File: src/tac_pkg.sv
// Shared types, constants and the solve step table for the touch affine calibration block.
// No dependencies; every other file imports this package.
package tac_pkg;

  localparam int MAX_POINTS_DEF = 16;
  localparam int MIN_POINTS     = 3;
  localparam int RAW_BITS       = 12;
  localparam int FRAC_BITS      = 16;
  localparam int REF_W          = 16;
  localparam int SCR_W          = 16;
  localparam int CNT_W          = 5;
  localparam int SRAW_W         = 17;
  localparam int SREF_W         = 21;
  localparam int SSQ_W          = 29;
  localparam int SCRS_W         = 33;
  localparam int GAIN_W         = 32;
  localparam int OFF_W          = 48;
  localparam int MUL_W          = 40;
  localparam int PROD_W         = 2 * MUL_W;
  localparam int NUM_W          = 92;
  localparam int DEN_W          = 72;
  localparam int VACC_W         = 50;
  localparam int SOLVE_STEPS    = 30;
  localparam int STEP_W         = 5;
  localparam int QDEPTH         = 2;
  localparam int NSRC           = 24;

  typedef enum logic [1:0] {
    OP_APPLY,
    OP_ADD,
    OP_SOLVE,
    OP_IDENT
  } op_e;

  typedef enum logic [1:0] {
    ST_OK,
    ST_FEW,
    ST_DEGEN,
    ST_FULL
  } status_e;

  typedef enum logic [2:0] {
    B_IDLE,
    B_APPLY,
    B_ADD,
    B_MUL_GO,
    B_MUL_WAIT,
    B_STORE,
    B_DIV_WAIT,
    B_FIN
  } bst_e;

  typedef enum logic [4:0] {
    S_N, S_SXX, S_SXY, S_SYY, S_SX, S_SY, S_SRX, S_SRY,
    S_C0, S_C1, S_C2, S_C3,
    S_CXX, S_CXY, S_CYY, S_XU, S_YU, S_XV, S_YV,
    S_GA, S_GB, S_GD, S_GE, S_ONEQ
  } src_e;

  typedef enum logic [3:0] {
    D_NONE, D_CXX, D_CXY, D_CYY, D_XU, D_YU, D_XV, D_YV, D_DET,
    D_GA, D_GB, D_GD, D_GE, D_OX, D_OY
  } dst_e;

  typedef struct packed {
    op_e                       op;
    logic [RAW_BITS-1:0]       raw_x;
    logic [RAW_BITS-1:0]       raw_y;
    logic signed [REF_W-1:0]   ref_x;
    logic signed [REF_W-1:0]   ref_y;
  } item_t;

  typedef struct packed {
    src_e a;
    src_e b;
    logic first;
    dst_e dst;
  } uop_t;

  function automatic uop_t solve_uop(input logic [STEP_W-1:0] s);
    uop_t u;
    unique case (s)
      5'd0:    u = '{S_N,   S_SXX, 1'b1, D_NONE};
      5'd1:    u = '{S_SX,  S_SX,  1'b0, D_CXX};
      5'd2:    u = '{S_N,   S_SXY, 1'b1, D_NONE};
      5'd3:    u = '{S_SX,  S_SY,  1'b0, D_CXY};
      5'd4:    u = '{S_N,   S_SYY, 1'b1, D_NONE};
      5'd5:    u = '{S_SY,  S_SY,  1'b0, D_CYY};
      5'd6:    u = '{S_N,   S_C0,  1'b1, D_NONE};
      5'd7:    u = '{S_SX,  S_SRX, 1'b0, D_XU};
      5'd8:    u = '{S_N,   S_C1,  1'b1, D_NONE};
      5'd9:    u = '{S_SY,  S_SRX, 1'b0, D_YU};
      5'd10:   u = '{S_N,   S_C2,  1'b1, D_NONE};
      5'd11:   u = '{S_SX,  S_SRY, 1'b0, D_XV};
      5'd12:   u = '{S_N,   S_C3,  1'b1, D_NONE};
      5'd13:   u = '{S_SY,  S_SRY, 1'b0, D_YV};
      5'd14:   u = '{S_CXX, S_CYY, 1'b1, D_NONE};
      5'd15:   u = '{S_CXY, S_CXY, 1'b0, D_DET};
      5'd16:   u = '{S_CYY, S_XU,  1'b1, D_NONE};
      5'd17:   u = '{S_CXY, S_YU,  1'b0, D_GA};
      5'd18:   u = '{S_CXX, S_YU,  1'b1, D_NONE};
      5'd19:   u = '{S_CXY, S_XU,  1'b0, D_GB};
      5'd20:   u = '{S_CYY, S_XV,  1'b1, D_NONE};
      5'd21:   u = '{S_CXY, S_YV,  1'b0, D_GD};
      5'd22:   u = '{S_CXX, S_YV,  1'b1, D_NONE};
      5'd23:   u = '{S_CXY, S_XV,  1'b0, D_GE};
      5'd24:   u = '{S_SRX, S_ONEQ, 1'b1, D_NONE};
      5'd25:   u = '{S_GA,  S_SX,  1'b0, D_NONE};
      5'd26:   u = '{S_GB,  S_SY,  1'b0, D_OX};
      5'd27:   u = '{S_SRY, S_ONEQ, 1'b1, D_NONE};
      5'd28:   u = '{S_GD,  S_SX,  1'b0, D_NONE};
      5'd29:   u = '{S_GE,  S_SY,  1'b0, D_OY};
      default: u = '{S_N,   S_N,   1'b1, D_NONE};
    endcase
    return u;
  endfunction

endpackage

File: src/tac_front.sv
// Front end: accepts input words, decodes the operation and queues items for the back end.
// Depends on tac_pkg.
module tac_front (
  input  logic                          clk_i,
  input  logic                          rst_ni,
  input  logic                          in_valid_i,
  output logic                          in_ready_o,
  input  logic [1:0]                    operation_i,
  input  logic [tac_pkg::RAW_BITS-1:0]  raw_x_i,
  input  logic [tac_pkg::RAW_BITS-1:0]  raw_y_i,
  input  logic signed [tac_pkg::REF_W-1:0] ref_x_i,
  input  logic signed [tac_pkg::REF_W-1:0] ref_y_i,
  output logic                          item_valid_o,
  input  logic                          item_ready_i,
  output tac_pkg::item_t                item_o
);
  import tac_pkg::*;

  item_t       fifo_q [QDEPTH];
  item_t       in_item;
  logic        wptr_q, rptr_q;
  logic [1:0]  cnt_q, cnt_d;
  logic        push, pop;

  always_comb begin
    in_item.op    = op_e'(operation_i);
    in_item.raw_x = raw_x_i;
    in_item.raw_y = raw_y_i;
    in_item.ref_x = ref_x_i;
    in_item.ref_y = ref_y_i;
  end

  assign in_ready_o   = (cnt_q != 2'(QDEPTH));
  assign item_valid_o = (cnt_q != 2'd0);
  assign item_o       = fifo_q[rptr_q];
  assign push         = in_valid_i && in_ready_o;
  assign pop          = item_valid_o && item_ready_i;
  assign cnt_d        = cnt_q + 2'(push) - 2'(pop);

  always_ff @(posedge clk_i or negedge rst_ni) begin
    if (!rst_ni) begin
      wptr_q <= 1'b0;
      rptr_q <= 1'b0;
      cnt_q  <= 2'd0;
    end else begin
      cnt_q <= cnt_d;
      if (push) wptr_q <= ~wptr_q;
      if (pop)  rptr_q <= ~rptr_q;
    end
  end

  always_ff @(posedge clk_i) begin
    if (push) fifo_q[wptr_q] <= in_item;
  end

endmodule

File: config.mk
export PLATFORM = sky130hd
export DESIGN_NAME = tac_front
export DESIGN_NICKNAME = d
export VERILOG_FILES = /design/src/tac_pkg.sv /design/src/tac_front.sv
export SDC_FILE = /design/constraint.sdc
export NUM_CORES = 1
export LEC_CHECK = 0
export ABC_AREA = 1
export ABC_CLOCK_PERIOD_IN_PS = 3350
export BUFFER_PORTS_ARGS = -buffer_cell sky130_fd_sc_hd__buf_2
export CORE_MARGIN = 4
export CORE_UTILIZATION = 30
export DETAILED_ROUTE_END_ITERATION = 8
export SYNTH_ARGS = -nofsm -noshare
export SYNTH_HDL_FRONTEND = slang
export SYNTH_SLANG_ARGS = --single-unit
File: constraint.sdc
create_clock -name clk_i -period 3.35 [get_ports clk_i]
set_input_delay 0.67 -clock clk_i [delete_from_list [all_inputs] [get_ports clk_i]]
set_output_delay 0.67 -clock clk_i [all_outputs]
set_load 0.005 [all_outputs]
# Word level (Yosys, flattened, before mapping)
# Memories as Yosys holds them, arrays and structs flattened.
# Cells that the tools add are included.
# word_totals
regBits	4
ramBits	116
inputBits	62
output_inout_bits	60
wordCells	14
mem_count	1
# mem_list
name	words	width	rd	rd_clocked_by_memory_dff	write_ports	line	source
fifo_q	2	58	1	0	1	tac_front.sv:19	item_t fifo_q [QDEPTH];
# op_classes
addsub	2
n_eq_ne	1
muxes	2
bitwise	2
n_reduce_logical	3
# ops
operator	count
$add A2 B1 Y2	1
$logic_and A1 B1 Y1	2
$mux W1	2
$ne A2 B2 Y1 const B	1
$not A1 Y1	2
$reduce_bool A2 Y1	1
$sub A2 B1 Y2	1

# Longest topological paths before layout
# Gate-level depths: netlist of the first run.
# depth
depth_word	4
ltp_mapped	10
mapped_depth_nobuf	10

# Least setup slack after synthesis of the first run
# OpenSTA, ideal clock, no wires.
# synth_path
kind	input-to-reg
from	input in_valid_i
to	memory fifo_q[1][0] (netlist name), enable pin
setup_time_ns	0.474
arrival_time_ns	3.182
t_required_ns	2.876
slack_ns	-0.306
path_stages	2
path_buffers	0
cell_sequence	nand2_1 nor2_1
# synth_via
elab_chain_cells	3
# synth_rtl
item	line	source
start, declared	tac_front.sv:6	input logic in_valid_i,
$logic_and A1 B1 Y1	tac_front.sv:36	assign push = in_valid_i && in_ready_o;
$mux W1	tac_front.sv:53	if (push) fifo_q[wptr_q] <= in_item;
$mux W1 (implied by the code)	tac_front.sv:53	
end, declared	tac_front.sv:19	
# Every way passes these cells.

==> results of run 1 <==
==> registers in the layout (all words and copies together), names as in the netlist <==
register  flops
cnt_q         2
rptr_q        1
fifo_q      116
wptr_q        1
==> per-stage QoR <==
step | area [um2] | worst slack (ns) | power [mW] | util (%)
2_1_floorplan | 4450 | 0.663 | 2.97 | -
3_3_place_gp | 5270 | 1.29 | 3.60 | 36.3
3_5_place_dp | 5270 | 1.28 | 3.63 | 36.3
4_1_cts | 5830 | 0.912 | 5.34 | 40.1
5_1_grt | 5830 | 0.839 | 5.57 | 40.1
6_report | 5830 | 0.996 | 5.22 | 40.1
==> cell families after synthesis <==
kind of cell / count (synthesis)
fa+ha+maj: 2
buf+inv: 22
flops: 120
simple gates: 191
==> cell usage in the layout (no fill, tap or decap), drive strengths merged <==
| cell type | netlist | final |
|---|---|---|
| nor2 | 1 | 1 |
| ha | 2 | 2 |
| buf | 13 | 126 |
| clkbuf | 0 | 17 |
| nand2 | 187 | 187 |
| edfxtp | 116 | 116 |
| nand3 | 3 | 3 |
| inv | 9 | 10 |
| clkinvlp | 0 | 5 |
| dfrtp | 4 | 4 |
| bufinv | 0 | 1 |
| clkinv | 0 | 8 |
==> area by class of cell <==
cell class	count	area [um2]	share of cell area, %
flip-flops and latches	120	3580	61.5
clock inverters	15	131	2.25
well taps	184	230	3.95
multi-input cells	193	753	12.9
inverters	9	33.8	0.580
clock buffers	17	425	7.30
repair buffers	126	668	11.5
==> routing by layer <==
layer	wire (um)	track usage (%)
met1	3750	12.4
met2	4480	18.1
met3	769	5.40
met4	171	6.05
met5	0	0
==> path summary, 6_finish.rpt <==
check,cells after the start,slack [ns],from,to
min in group clk_i,1,0.44,ref_x_i[3],fifo_q[0][19]
min reg2reg,2,0.48,wptr_q,wptr_q
max in group asynchronous,1,3.15,rst_ni,rptr_q
max reg2reg,4,1.59,wptr_q,fifo_q[0][46]
max,4,1.0,rptr_q,item_o[19]
min,1,0.06,rst_ni,cnt_q[0]
==> worst reg2reg max path, cell delays in order (launching register included) <==
cell	delay, ns
dfrtp_1	0.38
inv_1	0.11
nand3_1	0.13
inv_2	0.52
buf_12	0.29
==> power groups by stage <==
stage,Combinational [mW],Sequential (mW),Clock (mW)
2_1_floorplan,0.822,2.15,0
3_3_place_gp,1.45,2.15,0
3_5_place_dp,1.47,2.16,0
4_1_cts,1.48,2.13,1.73
5_1_grt,1.62,2.15,1.80
6_report,1.42,2.13,1.67
==> Yosys cell counts <==
master	instances
dfrtp_1	4
inv_1	8
nand2_1	187
inv_2	1
nor2_1	1
edfxtp_1	116
ha_1	2
buf_2	8
buf_6	3
buf_4	2
nand3_1	3
==> metrics.md, run 1 <==
| Metric | Value |
|---|---|
| Logic pwr share | `27.2%` |
| Switching Share | `a little under a third` |
| Crit path kind | `flip-flop to output pin` |
| Hold Buf Count CTS | `0` |
| Final setup vio count | `0` |
| Largest family of logic cells by synthesized area | `simple AND/OR/NAND/NOR gates` |
| Max Slew Vio Count | `0` |
| Non-Filler Instances | `approximately 660` |
| CTS tree | `yes` |
| Leakage | `about 2.5 nW` |
| Initial antenna violation count | `0` |
| Routed WL | `~9200 um` |
| Vias | `between 2k and 3k` |
| Routed len/inst | `about 14 um` |
| DIE AREA | `16900 um2` |
| I/O Buffers | `121` |
| HP Class | `primary input to asynchronous set/reset pin` |
| Status | `completed` |
| Max Fclk | `approximately 420 MHz` |
| Startpoint types | `flip-flop` |
| Period minus WS final | `between 2 and 2.5 ns` |
| Placed wire-length estimate | `roughly 6000 um` |
| Share of post-route cells with drive strength above 1 | `between 30% and 40%` |
| RSZ-0062 raised after global routing | `no` |
| Post-DR vias/cell | `about 4.2` |
| Hold slack | `a little over 0.06 ns` |
| Total global routing overflow | `0` |
| Worst skew pair latency | `around 0.42 ns` |
| CP required | `roughly 2.7 ns` |
| Largest delay share family, worst path | `buffers and inverters` |
| CTS root buf | `clkbuf_16` |
| Post-synthesis xor/xnor area fraction | `0%` |
| I/O pin cnt | `122` |
| PostCTS Resize Cnt | `0` |
| Synth unique cells | `11` |
| Routability cong. | `between 0.7 and 0.8` |
| YS warnings | `0` |
| First-pass GRT wire length | `14000 um` |
| Clk slew on worst S/H paths | `about 0.06 ns` |
| Worst stage delay on the critical path | `around 0.55 ns` |
| CTS Buffer Depth | `2` |
| Buf/Inv on CP | `2` |
| Cell with the most instances on the worst path | `nand2_1` |
| Power share of the sequential group | `approximately two fifths` |
| Top post-synthesis cells by area | `edfxtp_1 (78%), nand2_1 (16%), dfrtp_1 (2.2%)` |
| Residual DRC count | `0` |
| Clk pwr share | `32.1%` |
| Compound-Gate Fraction of Synth Area | `0%` |
| Die Span X | `roughly 130 um` |
| Post-synth top area share | `78.2%` |
| Int Power | `3.58 mW` |
| Slowest CP cell | `buf_4` |
| Simple-gate share of the synthesized area | `~16%` |
| Top cell type by total area after synthesis | `edfxtp_1` |
| Pwr per Cell Area | `roughly 900 nW/um2` |
| Fill cells | `1414` |
| Relative slew margins | `a little under three fifths` |
| Adder-Cell Fraction of Synth Area | `less than 1%` |
| Syn Inst Count | `335` |
| 1st-iter DRT viols | `between 100 and 150` |
| Slew @ Worst Pin | `between 0.6 and 0.7 ns` |
| WP data arrival | `roughly 1.7 ns` |
| Seq cells post-synth | `120` |
| Crit. End Element | `output pin` |
| Clk sink count | `120` |
| Sequential fraction of the synthesis area | `around four fifths` |
| Maximum vdd ir drop | `0.352 mV` |
| Total Nets Final | `531` |
| Syn avg cell area | `~13 um2` |
| Net Switching | `1.64 mW` |
| Starting Density | `a little over 30%` |
| Detailed Routing Iterations Pass 1 | `4` |
| Crit path max fanout | `about 60` |
| Area of the core | `approximately 15000 um2` |
| Die Ht | `130 um` |
| Post-DRT Antenna Nets | `0` |
| Fin. Hold Viols | `0` |
| Largest net degree at the start of global routing | `60` |
| Final period util | `around 70%` |
| TNS Setup | `0 ns` |
| Vias in the first global route | `2795` |
| Cts bufs inserted | `17` |
| Post-Place Cells | `roughly 630` |
| Setup bufs post-CTS | `0` |
| Cell Area, Synth | `~4500 um2` |
| Area grow syn2layout | `30.9%` |
| Synthesized net count | `399` |
| Post-synthesis mux area share | `0%` |
| Clk_skew | `between 0.01 and 0.015 ns` |
| Number of diodes | `0` |
| Total Routing Usage GR | `around 11%` |
| Max-Cap Viols | `0` |
| Critical path, cell by cell | `buf_4 > nand2_1 > nand2_1 > buf_2` |
| H-tree depth | `4` |
| FP Rows | `44` |
No activity file was read; power rests on OpenSTA's default activity.
==> run 2, diff against run 1 <==
Settings changed: ABC_CLOCK_PERIOD_IN_PS 3350 to 2400.
Clock period 3.35 ns to 2.4 ns, I/O delays scaled along.
==> run 2 against run 1 <==
Clock power up 37%. Sequential power up 39%. Sequential share of layout area up 0.11 points. Global-route usage up 0.098 points. Critical path type unchanged. Die area unchanged. Flip-flop and latch count unchanged. Register-to-register slack worse by 0.68 ns. Clock skew down 0.0078 ns.
==> metrics.md, run 2 (synthesis gave the netlist of run 1 again) <==
| Metric | Value |
|---|---|
| Status | `completed` |
| 1st-iter DRT viols | `169 (+37%)` |
| CTS Buffer Depth | `2 (unchanged)` |
| Crit path kind | `flip-flop to output pin` |
| Vias in the first global route | `2869 (+2.6%)` |
| Worst R2R Setup Slack | `0.91 ns (-0.68 ns)` |
| Routed len/inst | `13.8 um (-0.31%)` |
| Slowest CP cell | `dfrtp_2` |
| Routed WL | `9200 um (+0.29%)` |
| Total Routing Usage GR | `11.4% (+0.098 points)` |
| Largest net degree at the start of global routing | `31 (-48%)` |
| Fin area | `5820 um2 (-0.17%)` |
| Relative slew margins | `71.7% (+17 points)` |
| Final setup vio count | `0 (unchanged)` |
| Worst Slack Setup Final | `0.444 ns (-0.552 ns)` |
| Worst stage delay on the critical path | `0.41 ns (-0.14 ns)` |
| FP Rows | `44 (unchanged)` |
| Total global routing overflow | `0 (unchanged)` |
| Fin. Hold Viols | `0 (unchanged)` |
| Post-DRT Antenna Nets | `0 (unchanged)` |
| Vias | `2838 (+0.67%)` |
| Pwr per Cell Area | `1240 nW/um2 (+39%)` |
| Slew @ Worst Pin | `0.424 ns (-0.250 ns)` |
| Crit. End Element | `output pin` |
| Crit path max fanout | `29 (-51%)` |
| Placed wire-length estimate | `6120 um (+3.4%)` |
| First-pass GRT wire length | `14200 um (+1.2%)` |
| Detailed Routing Iterations Pass 1 | `4 (unchanged)` |
| I/O Buffers | `121 (unchanged)` |
| Fill cells | `1412 (-0.14%)` |
| Crit path to | `item_o[24]` |
| Biggest regs | `fifo_q x116, cnt_q x2` |
| Placement Cell Area | `5270 um2 (about the same)` |
| Routability cong. | `0.682 (-6.8%)` |
| Largest Register | `fifo_q` |
| DIE AREA | `16900 um2 (unchanged)` |
| Buf/Inv on CP | `3 (+1)` |
| Clk slew on worst S/H paths | `0.05 ns (about the same)` |
| Area of the multi-input gates | `753 um2 (unchanged)` |
| Reg-to-Reg Start | `cnt_q[1]` |
| PostCTS Resize Cnt | `0 (unchanged)` |
| Area of the core | `14500 um2 (unchanged)` |
| Total Nets Final | `535 (+0.75%)` |
| CTS root buf | `clkbuf_16` |
| Most common cell after layout, fill and taps aside | `nand2_1` |
| Starting Density | `30.6% (unchanged)` |
| Hold path startpoint | `raw_x_i[4]` |
| Leakage | `2.53 nW (+0.30%)` |
| Setup bufs post-CTS | `0 (unchanged)` |
| Reg area | `3580 um2 (unchanged)` |
| Share of post-route cells with drive strength above 1 | `33.3% (-0.49 points)` |
| CP required | `1.92 ns (-0.76 ns)` |
| Die Span X | `130 um (unchanged)` |
| Period minus WS final | `between 1.5 and 2 ns` |
| RSZ-0062 raised after global routing | `no` |
| Post-DR vias/cell | `4.25 (about the same)` |
| Max-Cap Viols | `0 (unchanged)` |
| Number of diodes | `0 (unchanged)` |
| Max Fclk | `roughly 500 MHz` |
| TNS Setup | `0 ns (unchanged)` |
| H-tree depth | `4 (unchanged)` |
| I/O pin cnt | `122 (unchanged)` |
| Crit. Startpoint | `rptr_q` |
| Initial antenna violation count | `0 (unchanged)` |
| Commonest cells after routing, fill and taps aside | `nand2_1 (187), buf_2 (121), edfxtp_1 (116)` |
| Final period util | `between 80% and 90%` |
| Clk_skew | `0.00540 ns (-0.00779 ns)` |
| Clk sink count | `120 (unchanged)` |
| Maximum vdd ir drop | `0.574 mV (+63%)` |
| Cts bufs inserted | `17 (unchanged)` |
| Max reg flops | `116 (unchanged)` |
| Critical path, cell by cell | `inv_2 > buf_4 > nand2_1 > nand2_1 > buf_2` |
| Worst skew pair latency | `0.40 ns (-0.02 ns)` |
| Residual DRC count | `0 (unchanged)` |
| Worst R2R Path Depth | `4 (unchanged)` |
| CP Depth | `5 (+1)` |
| Placement Setup Slack | `0.820 ns (-0.455 ns)` |
| HP Class | `primary input to flip-flop` |
| Cell with the most instances on the worst path | `nand2_1` |
| Max Slew Vio Count | `0 (unchanged)` |
| Startpoint types | `flip-flop` |
| WP data arrival | `1.48 ns (-0.20 ns)` |
| CTS tree | `yes` |
| FF-to-FF End | `fifo_q[1][25]` |
| Area grow syn2layout | `30.7%` |
| Largest delay share family, worst path | `buffers and inverters` |
| Die Ht | `130 um (unchanged)` |
-- run 2: how the worst min path moves through the flow --
| stage | cells past startpoint | slack [ns] | endpoint |
|---|---|---|---|
| floorplan | 0 | 0.18 | cnt_q[0] |
| global placement | 1 | 0.29 | wptr_q |
| detailed placement | 1 | 0.29 | cnt_q[0] |
| CTS | 1 | 0.23 | fifo_q[0][48] |
| global route | 1 | 0.24 | fifo_q[1][8] |
| finish | 1 | 0.26 | fifo_q[0][48] |
-- run 2: cell type report --
cell class,instances,share of cell area [%]
Sequential cell,120,61.6
Multi-Input combinational cell,193,12.9
Timing Repair Buffer,130,11.6
Clock buffer,18,7.38
Tap cell,184,3.96
Clock inverter,14,1.89
Inverter,9,0.581
-- run 2: power by group --
group          internal, mW  switching, mW
registers              2.86          0.111
clock network          1.40          0.875
logic                 0.707           1.25
-- run 2: timing repair --
action                                  in CTS  in global routing
hold endpoints to repair                     4                  0
hold buffers                                 1                  0
endpoints found under the setup margin       0                  0
-- run 2: through the flow --
stage	total power, mW	hold WS, ns	utilization (%)	std cells
floorplan	4.15	0.184	-	335
CTS	7.38	0.225	40.0	668
detailed placement	5.05	0.294	36.2	635
global route	7.71	0.237	40.0	668
finish	7.21	0.255	40.0	668
global placement	4.99	0.295	36.2	635
-- run 2: metal layers --
layer | vias to the layer above | wire length (um) | GRT usage (%) | share of wire, %
met4 | 0 | 170 | 5.13 | 1.8
met1 | 1334 | 3770 | 12.6 | 41
met3 | 17 | 738 | 5.24 | 8.0
met5 | - | 0 | 0 | 0
li1 | 1395 | - | - | -
met2 | 92 | 4520 | 18.8 | 49
==> run 3, diff against run 2 <==
Settings changed: ABC_CLOCK_PERIOD_IN_PS 2400 to 1900.
Clock period 2.4 ns to 1.9 ns, I/O delays scaled along.
==> run 3 against run 2 <==
Critical path depth did not move. Largest cell class unchanged. Clock skew up 0.0018 ns. Routed wire length rose by 0.96%. Hold slack got worse by 0.098 ns. Sequential share of layout area fell by 2.2 points.
==> metrics.md, run 3 (synthesis gave the netlist of run 1 again) <==
| Metric | Value |
|---|---|
| Status | `completed` |
| Cts bufs inserted | `17 (unchanged)` |
| Leakage | `2.62 nW (+3.6%)` |
| Placement Setup Slack | `0.340 ns (-0.480 ns)` |
| Residual DRC count | `0 (unchanged)` |
| Area of the core | `14500 um2 (unchanged)` |
| Clk sink count | `120 (unchanged)` |
| Max-Cap Viols | `0 (unchanged)` |
| RSZ-0062 raised after global routing | `yes` |
| Post-layout util | `41.5% (+1.5 points)` |
| Critical path, cell by cell | `clkinv_8 > clkbuf_16 > nand2_1 > nand2_1 > buf_2` |
| Placed wire-length estimate | `5990 um (-2.1%)` |
| Maximum vdd ir drop | `0.720 mV (+25%)` |
| Largest Register | `fifo_q` |
| Largest delay share family, worst path | `flip-flops` |
| Biggest regs | `fifo_q x116, cnt_q x2` |
| Detailed Routing Iterations Pass 1 | `4 (unchanged)` |
| Post-DRT Antenna Nets | `0 (unchanged)` |
| HP Class | `primary input to flip-flop` |
| Area grow syn2layout | `35.5%` |
| Total global routing overflow | `0 (unchanged)` |
| Cell with the most instances on the worst path | `nand2_1` |
| Total Routing Usage GR | `11.3% (-0.059 points)` |
| Hold slack | `0.157 ns (-0.0982 ns)` |
| Worst R2R Setup Slack | `0.43 ns (-0.48 ns)` |
| Final period util | `a little over nine tenths` |
| Pwr per Cell Area | `1630 nW/um2 (+31%)` |
| Worst stage delay on the critical path | `0.48 ns (+0.07 ns)` |
| Worst skew pair latency | `0.41 ns (about the same)` |
| H-tree depth | `4 (unchanged)` |
| CTS Buffer Depth | `2 (unchanged)` |
| Crit path kind | `flip-flop to output pin` |
| Final setup vio count | `0 (unchanged)` |
| Clk_skew | `0.00721 ns (+0.00181 ns)` |
| Starting Density | `30.6% (unchanged)` |
| Startpoint types | `flip-flop` |
| DIE AREA | `16900 um2 (unchanged)` |
| Slowest CP cell | `dfrtp_2` |
| Max Fclk | `~550 MHz` |
| Vias in the first global route | `2888 (+0.66%)` |
| First-pass GRT wire length | `14200 um (+0.19%)` |
| Post-DR vias/cell | `4.20 (-1.0%)` |
| Initial antenna violation count | `0 (unchanged)` |
| Period minus WS final | `about 1.8 ns` |
| Max reg flops | `116 (unchanged)` |
| FP Rows | `44 (unchanged)` |
| Final Total Pwr | `9.80 mW (+36%)` |
| Commonest cells after routing, fill and taps aside | `nand2_1 (187), buf_2 (121), edfxtp_1 (116)` |
| Routed WL | `9290 um (+0.96%)` |
| Worst Slack Setup Final | `0.0750 ns (-0.369 ns)` |
| Die Ht | `130 um (unchanged)` |
| 1st-iter DRT viols | `122 (-28%)` |
| I/O Buffers | `121 (unchanged)` |
| Crit. End Element | `output pin` |
| Area of the multi-input gates | `753 um2 (unchanged)` |
| Vias | `2834 (-0.14%)` |
| Die Span X | `130 um (unchanged)` |
| Number of diodes | `0 (unchanged)` |
| CP required | `1.52 ns (-0.40 ns)` |
| Crit path max fanout | `17 (-41%)` |
| Most common cell after layout, fill and taps aside | `nand2_1` |
| Max Slew Vio Count | `0 (unchanged)` |
| Slew @ Worst Pin | `0.337 ns (-0.0870 ns)` |
| Largest net degree at the start of global routing | `35 (+13%)` |
| Routed len/inst | `13.8 um (about the same)` |
| Total Nets Final | `541 (+1.1%)` |
| CTS tree | `yes` |
| Buf/Inv on CP | `3 (unchanged)` |
| CTS root buf | `clkbuf_16` |
| WP data arrival | `1.45 ns (-0.03 ns)` |
| Relative slew margins | `77.5% (+5.8 points)` |
| Share of post-route cells with drive strength above 1 | `33.7% (+0.41 points)` |
| Routability cong. | `0.775 (+14%)` |
| Clk slew on worst S/H paths | `0.05 ns (about the same)` |
| Fill cells | `1417 (+0.35%)` |
| I/O pin cnt | `122 (unchanged)` |
| Reg area | `3580 um2 (unchanged)` |
| Fin. Hold Viols | `0 (unchanged)` |
==> run 3: cell count changes in the layout (fill, tap and decap cells not counted) <==
| cell | before | now |
|---|---|---|
| buf_8 | 0 | 1 |
| clkinv_4 | 3 | 0 |
| clkinv_1 | 3 | 1 |
| bufinv_16 | 1 | 4 |
| buf_4 | 8 | 5 |
| clkinvlp_4 | 3 | 2 |
| clkbuf_16 | 17 | 19 |
| clkbuf_1 | 1 | 5 |
| buf_12 | 0 | 4 |
| inv_2 | 2 | 0 |
| buf_6 | 0 | 1 |
| clkinv_8 | 0 | 1 |
| inv_6 | 0 | 1 |
==> run 3: stage by stage <==
step,cells,instance area [um2],setup TNS [ns]
5_1_grt,674,6030,-0.0735
2_1_floorplan,335,4460,0
4_1_cts,668,5920,-0.109
3_5_place_dp,635,5310,0
3_3_place_gp,635,5310,0
6_report,674,6030,0
==> run 3: worst paths after layout <==
kind | start | endpoint | cells after the start
max in group asynchronous | rst_ni | rptr_q | 2
worst max-delay path | rptr_q | item_o[43] | 5
worst min-delay path | ref_x_i[9] | fifo_q[1][25] | 1
min in group asynchronous | rst_ni | cnt_q[0] | 2
worst max register to register | cnt_q[1] | fifo_q[1][23] | 4
worst min register to register | wptr_q | wptr_q | 2
==> run 3: layer usage <==
| layer | global-route usage, % | part of all wire, % |
|---|---|---|
| met1 | 12.8 | 40 |
| met2 | 18.2 | 50 |
| met3 | 5.32 | 8.6 |
| met4 | 5.38 | 1.7 |
| met5 | 0 | 0 |
==> run 3: cell type report <==
cell class	count	area share, %
flip-flops and latches	120	59.4
repair buffers	135	13.4
multi-input cells	193	12.5
clock buffers	22	7.36
well taps	184	3.82
clock inverters	10	2.51
inverters	9	0.830
repair inverters	1	0.145
==> run 3: worst register-to-register path, cell delays in order, from the launching register on <==
cell     delay [ns]
dfrtp_1        0.39
nand2_1        0.12
nand2_1        0.13
nor2_4         0.15
buf_4          0.34
==> run 3: power by group <==
group / switching [mW] / internal [mW] / leakage [nW]
registers: 0.163 / 3.61 / 1.13
logic: 1.65 / 1.15 / 1.21
clock network: 1.05 / 2.18 / 0.289
total: 2.86 / 6.94 / 2.62
==> run 3: what timing repair did <==
action	in CTS	in global routing
gates cloned	0	3
endpoints found under the setup margin	46	46
buffers inserted	0	3
hold endpoints to repair	4	0
resized for setup	1	9
hold buffers	1	0
